<file path="src/rtl/csrc_pkg.sv">
// shared types and constants for the cursor sprite row compositor
// used by csrc_form_store and cursor_sprite_row_compositor; no dependencies
package csrc_pkg;

  localparam int FORM_ROWS  = 16;
  localparam int MAX_PLANES = 8;
  localparam int ROW_W      = $clog2(FORM_ROWS);
  localparam int WORD_W     = 16;
  localparam int PAIR_W     = 2 * WORD_W;
  localparam int SHIFT_W    = $clog2(WORD_W) + 1;
  localparam int POS_W      = 12;
  localparam int SPOS_W     = POS_W + 1;
  localparam int PLANE_W    = 3;
  localparam int COLOR_W    = 8;
  localparam int HOT_W      = 4;
  localparam int CFG_IDX_W  = 3;
  localparam int CFG_DATA_W = 12;

  localparam logic [HOT_W-1:0]   HOT_X_RESET        = 4'd1;
  localparam logic [HOT_W-1:0]   HOT_Y_RESET        = 4'd0;
  localparam logic [COLOR_W-1:0] BG_COLOR_RESET     = 8'd0;
  localparam logic [COLOR_W-1:0] FG_COLOR_RESET     = 8'd1;
  localparam logic [POS_W-1:0]   SCREEN_MAX_X_RESET = 12'd639;
  localparam logic [POS_W-1:0]   SCREEN_MAX_Y_RESET = 12'd399;

  localparam logic [SPOS_W-1:0]  FORM_EDGE = SPOS_W'(WORD_W - 1);

  localparam logic KIND_LOAD      = 1'b0;
  localparam logic KIND_COMPOSITE = 1'b1;

  typedef enum logic [CFG_IDX_W-1:0] {
    REG_HOT_X        = 3'd0,
    REG_HOT_Y        = 3'd1,
    REG_BG_COLOR     = 3'd2,
    REG_FG_COLOR     = 3'd3,
    REG_SCREEN_MAX_X = 3'd4,
    REG_SCREEN_MAX_Y = 3'd5
  } cfg_reg_t;

  typedef enum logic [1:0] {
    CLIP_NONE  = 2'd0,
    CLIP_LEFT  = 2'd1,
    CLIP_RIGHT = 2'd2
  } clip_mode_t;

  typedef struct packed {
    logic              en;
    logic [ROW_W-1:0]  row;
    logic [WORD_W-1:0] mask;
    logic [WORD_W-1:0] data;
  } form_wr_t;

  typedef struct packed {
    logic               en;
    logic [ROW_W-1:0]   row;
    logic [SHIFT_W-1:0] shift;
  } form_rd_t;

  typedef struct packed {
    logic [PAIR_W-1:0] bg;
    logic [PAIR_W-1:0] fg;
  } form_bits_t;

endpackage

</file>
<file path="src/rtl/csrc_form_store.sv">
// cursor form store: mask and data rows, registered read with word-pair shift
// depends on csrc_pkg
module csrc_form_store (
  input  logic                  clk,
  input  csrc_pkg::form_wr_t    wr,
  input  csrc_pkg::form_rd_t    rd,
  output csrc_pkg::form_bits_t  bits
);

  logic [csrc_pkg::WORD_W-1:0] mask_rows [csrc_pkg::FORM_ROWS];
  logic [csrc_pkg::WORD_W-1:0] data_rows [csrc_pkg::FORM_ROWS];

  always_ff @(posedge clk) begin
    if (wr.en) begin
      mask_rows[wr.row] <= wr.mask;
      data_rows[wr.row] <= wr.data;
    end
  end

  always_ff @(posedge clk) begin
    if (rd.en) begin
      bits.bg <= csrc_pkg::PAIR_W'(mask_rows[rd.row]) << rd.shift;
      bits.fg <= csrc_pkg::PAIR_W'(data_rows[rd.row]) << rd.shift;
    end
  end

endmodule

</file>
<file path="src/rtl/cursor_sprite_row_compositor.sv">
// cursor sprite row compositor top level: config registers, four-stage pipeline
// depends on csrc_pkg and csrc_form_store
//
//   channel   handshake                  payload
//   item      item_valid / item_stall    kind, form_row, mask_word, data_word, cursor_x,
//                                        cursor_y, plane, visible_row, left_word, right_word
//   result    result_valid / result_stall new_left_word, new_right_word, clip_mode,
//                                        row_visible
//   config    cfg_write_en               cfg_index, cfg_data
//
// one item per cycle unless a stalled result holds the pipeline; a composite result is registered at each stage
// stages: hotspot subtract, clip compare, form read and shift, color merge into output
// load items write the form as they leave the clip stage and give no result
// synchronous reset empties the pipeline and restores the config registers
// a stalled result holds every stage behind it that is full; empty stages keep filling
module cursor_sprite_row_compositor (
  input  logic                              clk,
  input  logic                              rst,
  input  logic                              item_valid,
  output logic                              item_stall,
  input  logic                              kind,
  input  logic [csrc_pkg::ROW_W-1:0]        form_row,
  input  logic [csrc_pkg::WORD_W-1:0]       mask_word,
  input  logic [csrc_pkg::WORD_W-1:0]       data_word,
  input  logic [csrc_pkg::POS_W-1:0]        cursor_x,
  input  logic [csrc_pkg::POS_W-1:0]        cursor_y,
  input  logic [csrc_pkg::PLANE_W-1:0]      plane,
  input  logic [csrc_pkg::ROW_W-1:0]        visible_row,
  input  logic [csrc_pkg::WORD_W-1:0]       left_word,
  input  logic [csrc_pkg::WORD_W-1:0]       right_word,
  output logic                              result_valid,
  input  logic                              result_stall,
  output logic [csrc_pkg::WORD_W-1:0]       new_left_word,
  output logic [csrc_pkg::WORD_W-1:0]       new_right_word,
  output logic [1:0]                        clip_mode,
  output logic                              row_visible,
  input  logic                              cfg_write_en,
  input  logic [csrc_pkg::CFG_IDX_W-1:0]    cfg_index,
  input  logic [csrc_pkg::CFG_DATA_W-1:0]   cfg_data
);

  logic [csrc_pkg::HOT_W-1:0]   hot_x;
  logic [csrc_pkg::HOT_W-1:0]   hot_y;
  logic [csrc_pkg::COLOR_W-1:0] bg_color_bits;
  logic [csrc_pkg::COLOR_W-1:0] fg_color_bits;
  logic [csrc_pkg::POS_W-1:0]   screen_max_x;
  logic [csrc_pkg::POS_W-1:0]   screen_max_y;

  always_ff @(posedge clk) begin
    if (rst) begin
      hot_x         <= csrc_pkg::HOT_X_RESET;
      hot_y         <= csrc_pkg::HOT_Y_RESET;
      bg_color_bits <= csrc_pkg::BG_COLOR_RESET;
      fg_color_bits <= csrc_pkg::FG_COLOR_RESET;
      screen_max_x  <= csrc_pkg::SCREEN_MAX_X_RESET;
      screen_max_y  <= csrc_pkg::SCREEN_MAX_Y_RESET;
    end else if (cfg_write_en) begin
      unique case (csrc_pkg::cfg_reg_t'(cfg_index))
        csrc_pkg::REG_HOT_X:        hot_x         <= cfg_data[csrc_pkg::HOT_W-1:0];
        csrc_pkg::REG_HOT_Y:        hot_y         <= cfg_data[csrc_pkg::HOT_W-1:0];
        csrc_pkg::REG_BG_COLOR:     bg_color_bits <= cfg_data[csrc_pkg::COLOR_W-1:0];
        csrc_pkg::REG_FG_COLOR:     fg_color_bits <= cfg_data[csrc_pkg::COLOR_W-1:0];
        csrc_pkg::REG_SCREEN_MAX_X: screen_max_x  <= cfg_data;
        csrc_pkg::REG_SCREEN_MAX_Y: screen_max_y  <= cfg_data;
        default: ;
      endcase
    end
  end

  // stage flow control
  logic s1_valid, s2_valid, s3_valid;
  logic ready1, ready2, ready3, ready4;

  assign ready4     = !result_valid || !result_stall;
  assign ready3     = !s3_valid || ready4;
  assign ready2     = !s2_valid || ready3;
  assign ready1     = !s1_valid || ready2;
  assign item_stall = !ready1;

  // stage 1: hotspot subtract; load items ride in the word slots
  logic                              s1_kind;
  logic [csrc_pkg::SPOS_W-1:0]       s1_x;
  logic [csrc_pkg::SPOS_W-1:0]       s1_y;
  logic [csrc_pkg::PLANE_W-1:0]      s1_plane;
  logic [csrc_pkg::ROW_W-1:0]        s1_row;
  logic [csrc_pkg::WORD_W-1:0]       s1_lw;
  logic [csrc_pkg::WORD_W-1:0]       s1_rw;

  always_ff @(posedge clk) begin
    if (rst) begin
      s1_valid <= 1'b0;
    end else if (ready1) begin
      s1_valid <= item_valid;
    end
  end

  always_ff @(posedge clk) begin
    if (ready1) begin
      s1_kind  <= kind;
      s1_x     <= {1'b0, cursor_x} - csrc_pkg::SPOS_W'(hot_x);
      s1_y     <= {1'b0, cursor_y} - csrc_pkg::SPOS_W'(hot_y);
      s1_plane <= plane;
      if (kind == csrc_pkg::KIND_LOAD) begin
        s1_row <= form_row;
        s1_lw  <= mask_word;
        s1_rw  <= data_word;
      end else begin
        s1_row <= visible_row;
        s1_lw  <= left_word;
        s1_rw  <= right_word;
      end
    end
  end

  // stage 2: clip compares, form row and shift amount
  logic [csrc_pkg::SPOS_W-1:0]  x_lim, y_lim;
  logic                         x_right, y_top, y_bottom, bottom_ok, plane_ok, vis2;
  logic [csrc_pkg::ROW_W:0]     top_row;
  logic [csrc_pkg::SPOS_W:0]    bottom_sum;
  logic [csrc_pkg::ROW_W-1:0]   fr2;
  logic [1:0]                   mode2;

  always_comb begin
    x_lim      = {1'b0, screen_max_x} - csrc_pkg::FORM_EDGE;
    y_lim      = {1'b0, screen_max_y} - csrc_pkg::FORM_EDGE;
    x_right    = $signed(s1_x) >= $signed(x_lim);
    y_top      = s1_y[csrc_pkg::SPOS_W-1];
    y_bottom   = $signed(s1_y) > $signed(y_lim);
    top_row    = {1'b0, s1_row} - s1_y[csrc_pkg::ROW_W:0];
    bottom_sum = {s1_y[csrc_pkg::SPOS_W-1], s1_y} + (csrc_pkg::SPOS_W + 1)'(s1_row);
    bottom_ok  = $signed(bottom_sum) <= $signed((csrc_pkg::SPOS_W + 1)'(screen_max_y));
    plane_ok   = (csrc_pkg::PLANE_W + 1)'(s1_plane) <
                 (csrc_pkg::PLANE_W + 1)'(csrc_pkg::MAX_PLANES);
    priority if (y_top) begin
      vis2 = !top_row[csrc_pkg::ROW_W];
      fr2  = top_row[csrc_pkg::ROW_W-1:0];
    end else if (y_bottom) begin
      vis2 = bottom_ok;
      fr2  = s1_row;
    end else begin
      vis2 = 1'b1;
      fr2  = s1_row;
    end
    priority if (s1_x[csrc_pkg::SPOS_W-1]) begin
      mode2 = csrc_pkg::CLIP_LEFT;
    end else if (x_right) begin
      mode2 = csrc_pkg::CLIP_RIGHT;
    end else begin
      mode2 = csrc_pkg::CLIP_NONE;
    end
  end

  logic                              s2_kind;
  logic [1:0]                        s2_mode;
  logic                              s2_vis;
  logic [csrc_pkg::ROW_W-1:0]        s2_row;
  logic [csrc_pkg::SHIFT_W-1:0]      s2_shift;
  logic [csrc_pkg::PLANE_W-1:0]      s2_plane;
  logic [csrc_pkg::WORD_W-1:0]       s2_lw;
  logic [csrc_pkg::WORD_W-1:0]       s2_rw;

  always_ff @(posedge clk) begin
    if (rst) begin
      s2_valid <= 1'b0;
    end else if (ready2) begin
      s2_valid <= s1_valid;
    end
  end

  always_ff @(posedge clk) begin
    if (ready2) begin
      s2_kind  <= s1_kind;
      s2_mode  <= mode2;
      s2_vis   <= vis2 && plane_ok;
      s2_row   <= (s1_kind == csrc_pkg::KIND_LOAD) ? s1_row : fr2;
      s2_shift <= csrc_pkg::SHIFT_W'(csrc_pkg::WORD_W) -
                  csrc_pkg::SHIFT_W'(s1_x[csrc_pkg::ROW_W-1:0]);
      s2_plane <= s1_plane;
      s2_lw    <= s1_lw;
      s2_rw    <= s1_rw;
    end
  end

  // stage 3: form write for loads, form read and shift for composites
  csrc_pkg::form_wr_t   form_wr;
  csrc_pkg::form_rd_t   form_rd;
  csrc_pkg::form_bits_t form_bits;

  assign form_wr.en    = s2_valid && ready3 && (s2_kind == csrc_pkg::KIND_LOAD);
  assign form_wr.row   = s2_row;
  assign form_wr.mask  = s2_lw;
  assign form_wr.data  = s2_rw;
  assign form_rd.en    = ready3;
  assign form_rd.row   = s2_row;
  assign form_rd.shift = s2_shift;

  csrc_form_store u_form_store (
    .clk  (clk),
    .wr   (form_wr),
    .rd   (form_rd),
    .bits (form_bits)
  );

  logic [1:0]                        s3_mode;
  logic                              s3_vis;
  logic [csrc_pkg::PLANE_W-1:0]      s3_plane;
  logic [csrc_pkg::WORD_W-1:0]       s3_lw;
  logic [csrc_pkg::WORD_W-1:0]       s3_rw;

  always_ff @(posedge clk) begin
    if (rst) begin
      s3_valid <= 1'b0;
    end else if (ready3) begin
      s3_valid <= s2_valid && (s2_kind == csrc_pkg::KIND_COMPOSITE);
    end
  end

  always_ff @(posedge clk) begin
    if (ready3) begin
      s3_mode  <= s2_mode;
      s3_vis   <= s2_vis;
      s3_plane <= s2_plane;
      s3_lw    <= s2_lw;
      s3_rw    <= s2_rw;
    end
  end

  // stage 4: background then foreground merge, pick written words
  logic [csrc_pkg::PAIR_W-1:0] after_bg, after_fg;
  logic [csrc_pkg::WORD_W-1:0] nl4, nr4;

  always_comb begin
    if (bg_color_bits[s3_plane]) begin
      after_bg = {s3_lw, s3_rw} | form_bits.bg;
    end else begin
      after_bg = {s3_lw, s3_rw} & ~form_bits.bg;
    end
    if (fg_color_bits[s3_plane]) begin
      after_fg = after_bg | form_bits.fg;
    end else begin
      after_fg = after_bg & ~form_bits.fg;
    end
    nl4 = s3_lw;
    nr4 = s3_rw;
    if (s3_vis) begin
      if (s3_mode != csrc_pkg::CLIP_LEFT) begin
        nl4 = after_fg[csrc_pkg::PAIR_W-1:csrc_pkg::WORD_W];
      end
      if (s3_mode != csrc_pkg::CLIP_RIGHT) begin
        nr4 = after_fg[csrc_pkg::WORD_W-1:0];
      end
    end
  end

  always_ff @(posedge clk) begin
    if (rst) begin
      result_valid <= 1'b0;
    end else if (ready4) begin
      result_valid <= s3_valid;
    end
  end

  always_ff @(posedge clk) begin
    if (ready4) begin
      new_left_word  <= nl4;
      new_right_word <= nr4;
      clip_mode      <= s3_mode;
      row_visible    <= s3_vis;
    end
  end

  // checks
  a_stall_needs_item: assert property (@(posedge clk) disable iff (rst)
    item_stall |-> (s1_valid && s2_valid && s3_valid && result_valid))
    else $error("item stall with an empty stage");

  a_clip_code: assert property (@(posedge clk) disable iff (rst)
    result_valid |-> (clip_mode == csrc_pkg::CLIP_NONE ||
                      clip_mode == csrc_pkg::CLIP_LEFT ||
                      clip_mode == csrc_pkg::CLIP_RIGHT))
    else $error("result with unknown clip mode");

  a_held_stage3: assert property (@(posedge clk) disable iff (rst)
    (s3_valid && !ready4) |=> s3_valid)
    else $error("stage 3 item lost under stall");

  a_reset_empty: assert property (@(posedge clk)
    rst |=> (!result_valid && !s1_valid && !s2_valid && !s3_valid))
    else $error("pipeline not empty after reset");

endmodule

</file>
<file path="config.mk">
export PLATFORM = sky130hd
export DESIGN_NAME = cursor_sprite_row_compositor
export DESIGN_NICKNAME = d
export VERILOG_FILES = /design/src/rtl/csrc_pkg.sv /design/src/rtl/csrc_form_store.sv /design/src/rtl/cursor_sprite_row_compositor.sv
export SDC_FILE = /design/constraint.sdc
export NUM_CORES = 1
export LEC_CHECK = 0
export BUFFER_PORTS_ARGS = -buffer_cell sky130_fd_sc_hd__buf_2
export CAP_MARGIN = 15
export CORE_MARGIN = 2
export CORE_UTILIZATION = 55
export DETAILED_ROUTE_END_ITERATION = 8
export PLACE_DENSITY = 0.77
export SETUP_SLACK_MARGIN = 0.4
export SLEW_MARGIN = 10
export SYNTH_ARGS = -nofsm -noshare
export SYNTH_HDL_FRONTEND = slang
export SYNTH_SLANG_ARGS = --single-unit
export TNS_END_PERCENT = 1
</file>
<file path="constraint.sdc">
create_clock -name clk -period 17.5 [get_ports clk]
set_input_delay 2.625 -clock clk [delete_from_list [all_inputs] [get_ports clk]]
set_output_delay 2.625 -clock clk [all_outputs]
set_load 0.05 [all_outputs]
</file>
# Yosys cells after proc, flatten, opt, wreduce, memory -nomap -nowiden
# Memories as Yosys holds them, arrays and structs flattened. A register that Yosys moved wholly into a read port is not among the register bits.
# Cells that the tools add are included.
[totals]
ff_bits = 303
ram_bits = 512
inputBits = 120
out_inout_bits = 37
word_cells = 108
n_memories = 2
[memory_table]
columns = ["name", "depth", "word_bits", "rd", "rd_clocked_by_memory_dff", "wr", "line", "text"]
rows = [
  ["u_form_store.data_rows", 16, 16, 1, 1, 1, "csrc_form_store.sv:11", "logic [csrc_pkg::WORD_W-1:0] data_rows [csrc_pkg::FORM_ROWS];"],
  ["u_form_store.mask_rows", 16, 16, 1, 1, 1, "csrc_form_store.sv:10", "logic [csrc_pkg::WORD_W-1:0] mask_rows [csrc_pkg::FORM_ROWS];"],
]
[classes]
addsub = 7
n_lt_le_gt_ge = 4
eq_ne = 7
shift = 2
muxes = 22
bitwise = 7
reduce_logical = 21
[ops]
columns = ["operator", "n"]
rows = [
  ["$mux W16", 6],
  ["$and A32 B32 Y32", 2],
  ["$mux W32", 2],
  ["$not A32 Y32", 2],
  ["$or A32 B32 Y32", 2],
  ["$shl A16 B5 Y32", 2],
  ["$sub A12 B4 Y13", 2],
  ["$sub A12 B4 Y13 const B", 2],
  ["$mux W4", 5],
  ["$add A13 B5 Y14", 1],
  ["$le A14 B13 Y1", 1],
  ["$ge A13 B13 Y1", 1],
  ["$gt A13 B13 Y1", 1],
  ["$reduce_and A2 Y1", 6],
  ["$logic_not A1 Y1", 7],
  ["$bmux W1 S3", 2],
  ["$eq A3 B2 Y1 const B", 2],
  ["$eq A3 B3 Y1 const B", 2],
  ["$mux W1", 6],
  ["$sub A4 B5 Y5", 1],
  ["$sub A5 B4 Y5 const A", 1],
  ["$logic_or A1 B1 Y1", 4],
  ["$lt A3 B4 Y1 const B", 1],
  ["$eq A3 B1 Y1 const B", 1],
  ["other kinds (6)", 8],
]

# Depth between registers and ports, before layout
[logic_depth]
ltp_word = 7
depth_mapped = 16
depth_no_buf = 16

# Modules after synthesis
# Synthesis repeated with hierarchy kept, for this count alone.
[hier_totals]
hier_cells = 2322
hier_area_um2 = 35944.5
[by_module_without_submodules]
columns = ["mod", "instances", "cells_per_inst", "area_each_um2", "seq_area_each_um2"]
rows = [
  ["csrc_form_store", 1, 1367, 24299.6, 17296.6],
  ["cursor_sprite_row_compositor", 1, 955, 11644.9, 6656.4],
]

# Worst setup path after synthesis
# No wires, ideal clock.
[synth_path]
kind = "in2reg"
start = "input port result_stall"
end = "memory u_form_store.data_rows[0][0] (netlist name) (enable)"
setup_time_ns = 0.461
t_arrival_ns = 7.678
slack_ns = 9.361
path_stages = 5
n_path_buf = 0
path_cell_list = "and3_1 inv_1 nand3b_1 or3_1 nor3_1"
[synth_between]
elab_chain_cells = 7
[synth_rtl]
columns = ["element", "line", "text"]
rows = [
  ["from (decl)", "cursor_sprite_row_compositor.sv:32", "input logic result_stall,"],
  ["$logic_not A1 Y1", "cursor_sprite_row_compositor.sv:74", "assign ready4 = !result_valid || !result_stall;"],
  ["$logic_or A1 B1 Y1", "cursor_sprite_row_compositor.sv:74", ""],
  ["$logic_or A1 B1 Y1", "cursor_sprite_row_compositor.sv:75", "assign ready3 = !s3_valid || ready4;"],
  ["net ready3", "cursor_sprite_row_compositor.sv:72", "logic ready1, ready2, ready3, ready4;"],
  ["$logic_and A1 B1 Y1 (2 in series)", "cursor_sprite_row_compositor.sv:189", "assign form_wr.en = s2_valid && ready3 && (s2_kind == csrc_pkg::KIND_LOAD);"],
  ["$mux W1", "csrc_form_store.sv:14", "if (wr.en) begin"],
  ["$mux W1 (not written as such)", "csrc_form_store.sv:16", "data_rows[wr.row] <= wr.data;"],
  ["to (decl)", "csrc_form_store.sv:11", ""],
]
# The timed path passes the listed nets, and every way through them passes these cells.

# Worst setup path after layout
[layout_path]
start = "input port result_stall"
end = "output port item_stall"
[layout_between]
elab_chain_cells = 6
[layout_rtl]
columns = ["element", "line", "text"]
rows = [
  ["$logic_not A1 Y1", "cursor_sprite_row_compositor.sv:74", ""],
  ["$logic_or A1 B1 Y1", "cursor_sprite_row_compositor.sv:74", ""],
  ["$logic_or A1 B1 Y1", "cursor_sprite_row_compositor.sv:75", ""],
  ["$logic_or A1 B1 Y1", "cursor_sprite_row_compositor.sv:76", "assign ready2 = !s2_valid || ready3;"],
  ["$logic_or A1 B1 Y1", "cursor_sprite_row_compositor.sv:77", "assign ready1 = !s1_valid || ready2;"],
  ["$logic_not A1 Y1", "cursor_sprite_row_compositor.sv:78", "assign item_stall = !ready1;"],
  ["to (decl)", "cursor_sprite_row_compositor.sv:20", "output logic item_stall,"],
]
# Every way passes these cells.

==> qor.yml <==
run_status:
  status: "finished, final reports clean"
floorplan:
  dieArea_um2: 66690
  rows: 93
  fp.dieH_um: 258.2
  die_x_um: 258.2
  initial_core_util_pct: 55.35
  ios: 157
  core_um2: 64230
place:
  gp_congestion: 0.9574
  dpl.hpwl_um: 56530
  post-place-ws_ns: 11.06
  dp_cells: 3233
  port_buffers: 156
setup_path:
  critPathMaxFanout: 17
  crit_slowest_cell: "buf_2"
  start_kind: "input pin"
  critPathMaxStageDelay_ns: 0.27
  critPathKind: "input pin to output port"
  critPathArrivalTime_ns: 3.83
  end_kind: "output port"
  crit_path_cell_trace: "buf_2 > and3_1 > and2_1 > nand2_4 > inv_1 > buf_2"
  required_ns: 14.88
  path_common_cell: "buf_2"
clock_network:
  cts_root_buf: "clkbuf_16"
  cts-htree-levels: 3
  cts_resized: 0
  holdBufCountCts: 0
  insertion_delay_ns: 0.65
  clock-sinks: 819
  cts_made_buffers: 81
  clock_path_buffers: 3
  clkSlewWorstSetupHoldPaths_ns: 0.06
  post_cts_buffers: 0
  cts_tree: "yes"
yosys:
  synth_flop_cell: "edfxtp_1"
  syn-mean-instance-area_um2: 15.44
  yosysSeqAreaShare_pct: 67.61
  netlist_area_um2: 35550
  syn_nets: 2484
  post_synth_num_cell_types: 87
  synth_edf_count: 763
  ys_ff_latch: 819
  yosysWarningCount: 0
  syn_inst: 2303
  async_flop_share_pct: 0
detailed_routing:
  drtIter0Drc: 2256
  post-route-drc-count: 0
  drt-total-wl_um: 88990
  wl_per_cell_um: 26.28
  final_antenna_net_count: 0
  num_vias: 21210
  vias_per_cell: 6.264
  dr.pass1.iters: 5
finish:
  final_cell_mix: "edfxtp_1 (763), buf_2 (156), nor2_1 (141)"
  area_growth_pct: 12.30
  n_fill_cell: 4612
  fin_nets: 2643
  drive_gt1_share_pct: 20.08
  reg_top3: "u_form_store.data_rows x256, u_form_store.mask_rows x256, u_form_store.bits x64"
  fin_cells: 3386
  final_common_cell: "edfxtp_1"
power_and_ir_drop:
  p_leak_nw: 14.25
  p_total_mw: 4.845
  swShare_pct: 26.66
  ir_drop_v: 0.00008255
  power_frac_seq_pct: 49.2
  p_per_area_nw_per_um2: 121.4
  internal-power_mw: 3.554
  p_clk_share_pct: 37.2
  p_switching_mw: 1.292
  combPwrFrac_pct: 13.5
sta:
  setup_viol: 0
  tightestPinTransition_ns: 1.031
  skew_ns: 0.02908
  worst_slack_ns: 11.05
  fin_crit_sh_pct: 36.87
  slew_viol_final: 0
  fin_crit_ns: 6.452
  max_freq_mhz: 155.0
  setup_tns_ns: 0
  rsz0062_at_grt: "false"
  slew_headroom_pct: 31.26
  holdWs_ns: 0.4150
  finalHoldViolations: 0
min_path:
  min_path_type: "flip-flop to flip-flop"
global_route:
  grt_max_degree: 79
  grt_antenna_before_repair: 2
  gr-total-overflow: 0
  grt_pass1_vias: 21360
  grt_first_pass_wirelength_um: 133200
  grt_usage_pct: 26.93
job:
  cap_viol_max_count: 0
==> synth_stat cells, types with 10 or more instances <==
cell        n  area share, %
buf_4      10           0.21
a221oi_1   17           0.42
nand3_1    11           0.15
ha_1       57            2.0
mux2_2     59            1.9
nand3b_1   11           0.23
a21oi_1   106            1.5
a22oi_1    25           0.53
o21a_1     15           0.32
nor3_1     40           0.56
inv_1      54           0.57
and3_1     12           0.21
nor2_1    154            1.6
a21o_1     17           0.36
or3_1      11           0.19
o21ai_0    92            1.3
xor2_1     24           0.59
xnor2_1    28           0.69
mux4_1     24            1.8
mux4_2     67            4.2
edfxtp_1  763             64
a221oi_2   11           0.46
and3b_1    32           0.79
buf_6      10           0.32
o22ai_1    53           0.93
buf_2      22           0.31
dfxtp_1    56            3.2
a211oi_1   11           0.23
mux2i_1   123            3.5
nand4_1    10           0.18
clkbuf_1   61           0.64
nand2_1   130            1.4
nand2b_1   25           0.44
nor2b_1    23           0.40
a211o_1    13           0.32
==> per-layer routing <==
layer	global-route usage, %	part of all wire, %	vias up
met2	44.98	49	1030
met5	0	0.027	-
li1	-	-	9344
met3	5.223	8.3	184
met1	35.30	39	10650
met4	10.15	3.5	4
==> cell type report <==
cell class                      instances  area [µm²]  area share, %
Sequential cell                       819       24050          60.23
Multi-Input combinational cell       1311       10750          26.93
Clock buffer                           99        2167          5.428
Tap cell                              855        1070          2.680
Timing Repair Buffer                  192        1051          2.633
Clock inverter                         52       620.6          1.554
Inverter                               57       216.5         0.5422
Antenna cell                            1       2.502       0.006268
==> worst max-delay path: cells and delay by family <==
family,cells,cell delay [ns]
buffers and inverters,3,0.52
and+or+nand+nor,3,0.68
==> cell families (layout without fill, tap and decap cells) <==
logic type | count (synthesis) | after routing | share of synthesized area [%]
flip-flops | 819 | 819 | 67.61
AND/OR/NAND/NOR | 498 | 498 | 6.923
AO/OA/AOI/OAI | 426 | 426 | 8.021
multiplexers | 274 | 274 | 11.41
buffers and inverters | 173 | 400 | 2.524
adder cells (fa/ha/maj) | 61 | 61 | 2.231
XOR/XNOR | 52 | 52 | 1.281
other | 0 | 1 | 0
==> through the flow <==
step	instance area (µm²)	utilization [%]
global route	39920	62.15
detailed placement	37130	57.80
finish	39920	62.16
global placement	37130	57.80
CTS	39910	62.14
floorplan	35550	-
==> power by group through the flow <==
stage          clock (mW)  sequential, mW  combinational, mW
6_report             1.80            2.39              0.655
5_1_grt              1.90            2.40              0.700
4_1_cts              1.82            2.39              0.646
3_5_place_dp            0            2.43              0.642
3_3_place_gp            0            2.42              0.632
2_1_floorplan           0            2.44              0.406
==> worst paths after layout <==
check                                          to               start  cells after the start  slack (ns)
hold / removal                 s2_lw[1]$_DFFE_PN_  s1_lw[1]$_DFFE_PN_                      0        0.41
setup reg to reg  u_form_store.bits[24]$_DFFE_PP_           flip-flop                     10       12.41
hold reg to reg                s2_lw[1]$_DFFE_PN_  s1_lw[1]$_DFFE_PN_                      0        0.41
setup / recovery                       item_stall        result_stall                      6       11.05
Note: power is estimated with default switching activity, not from simulation.
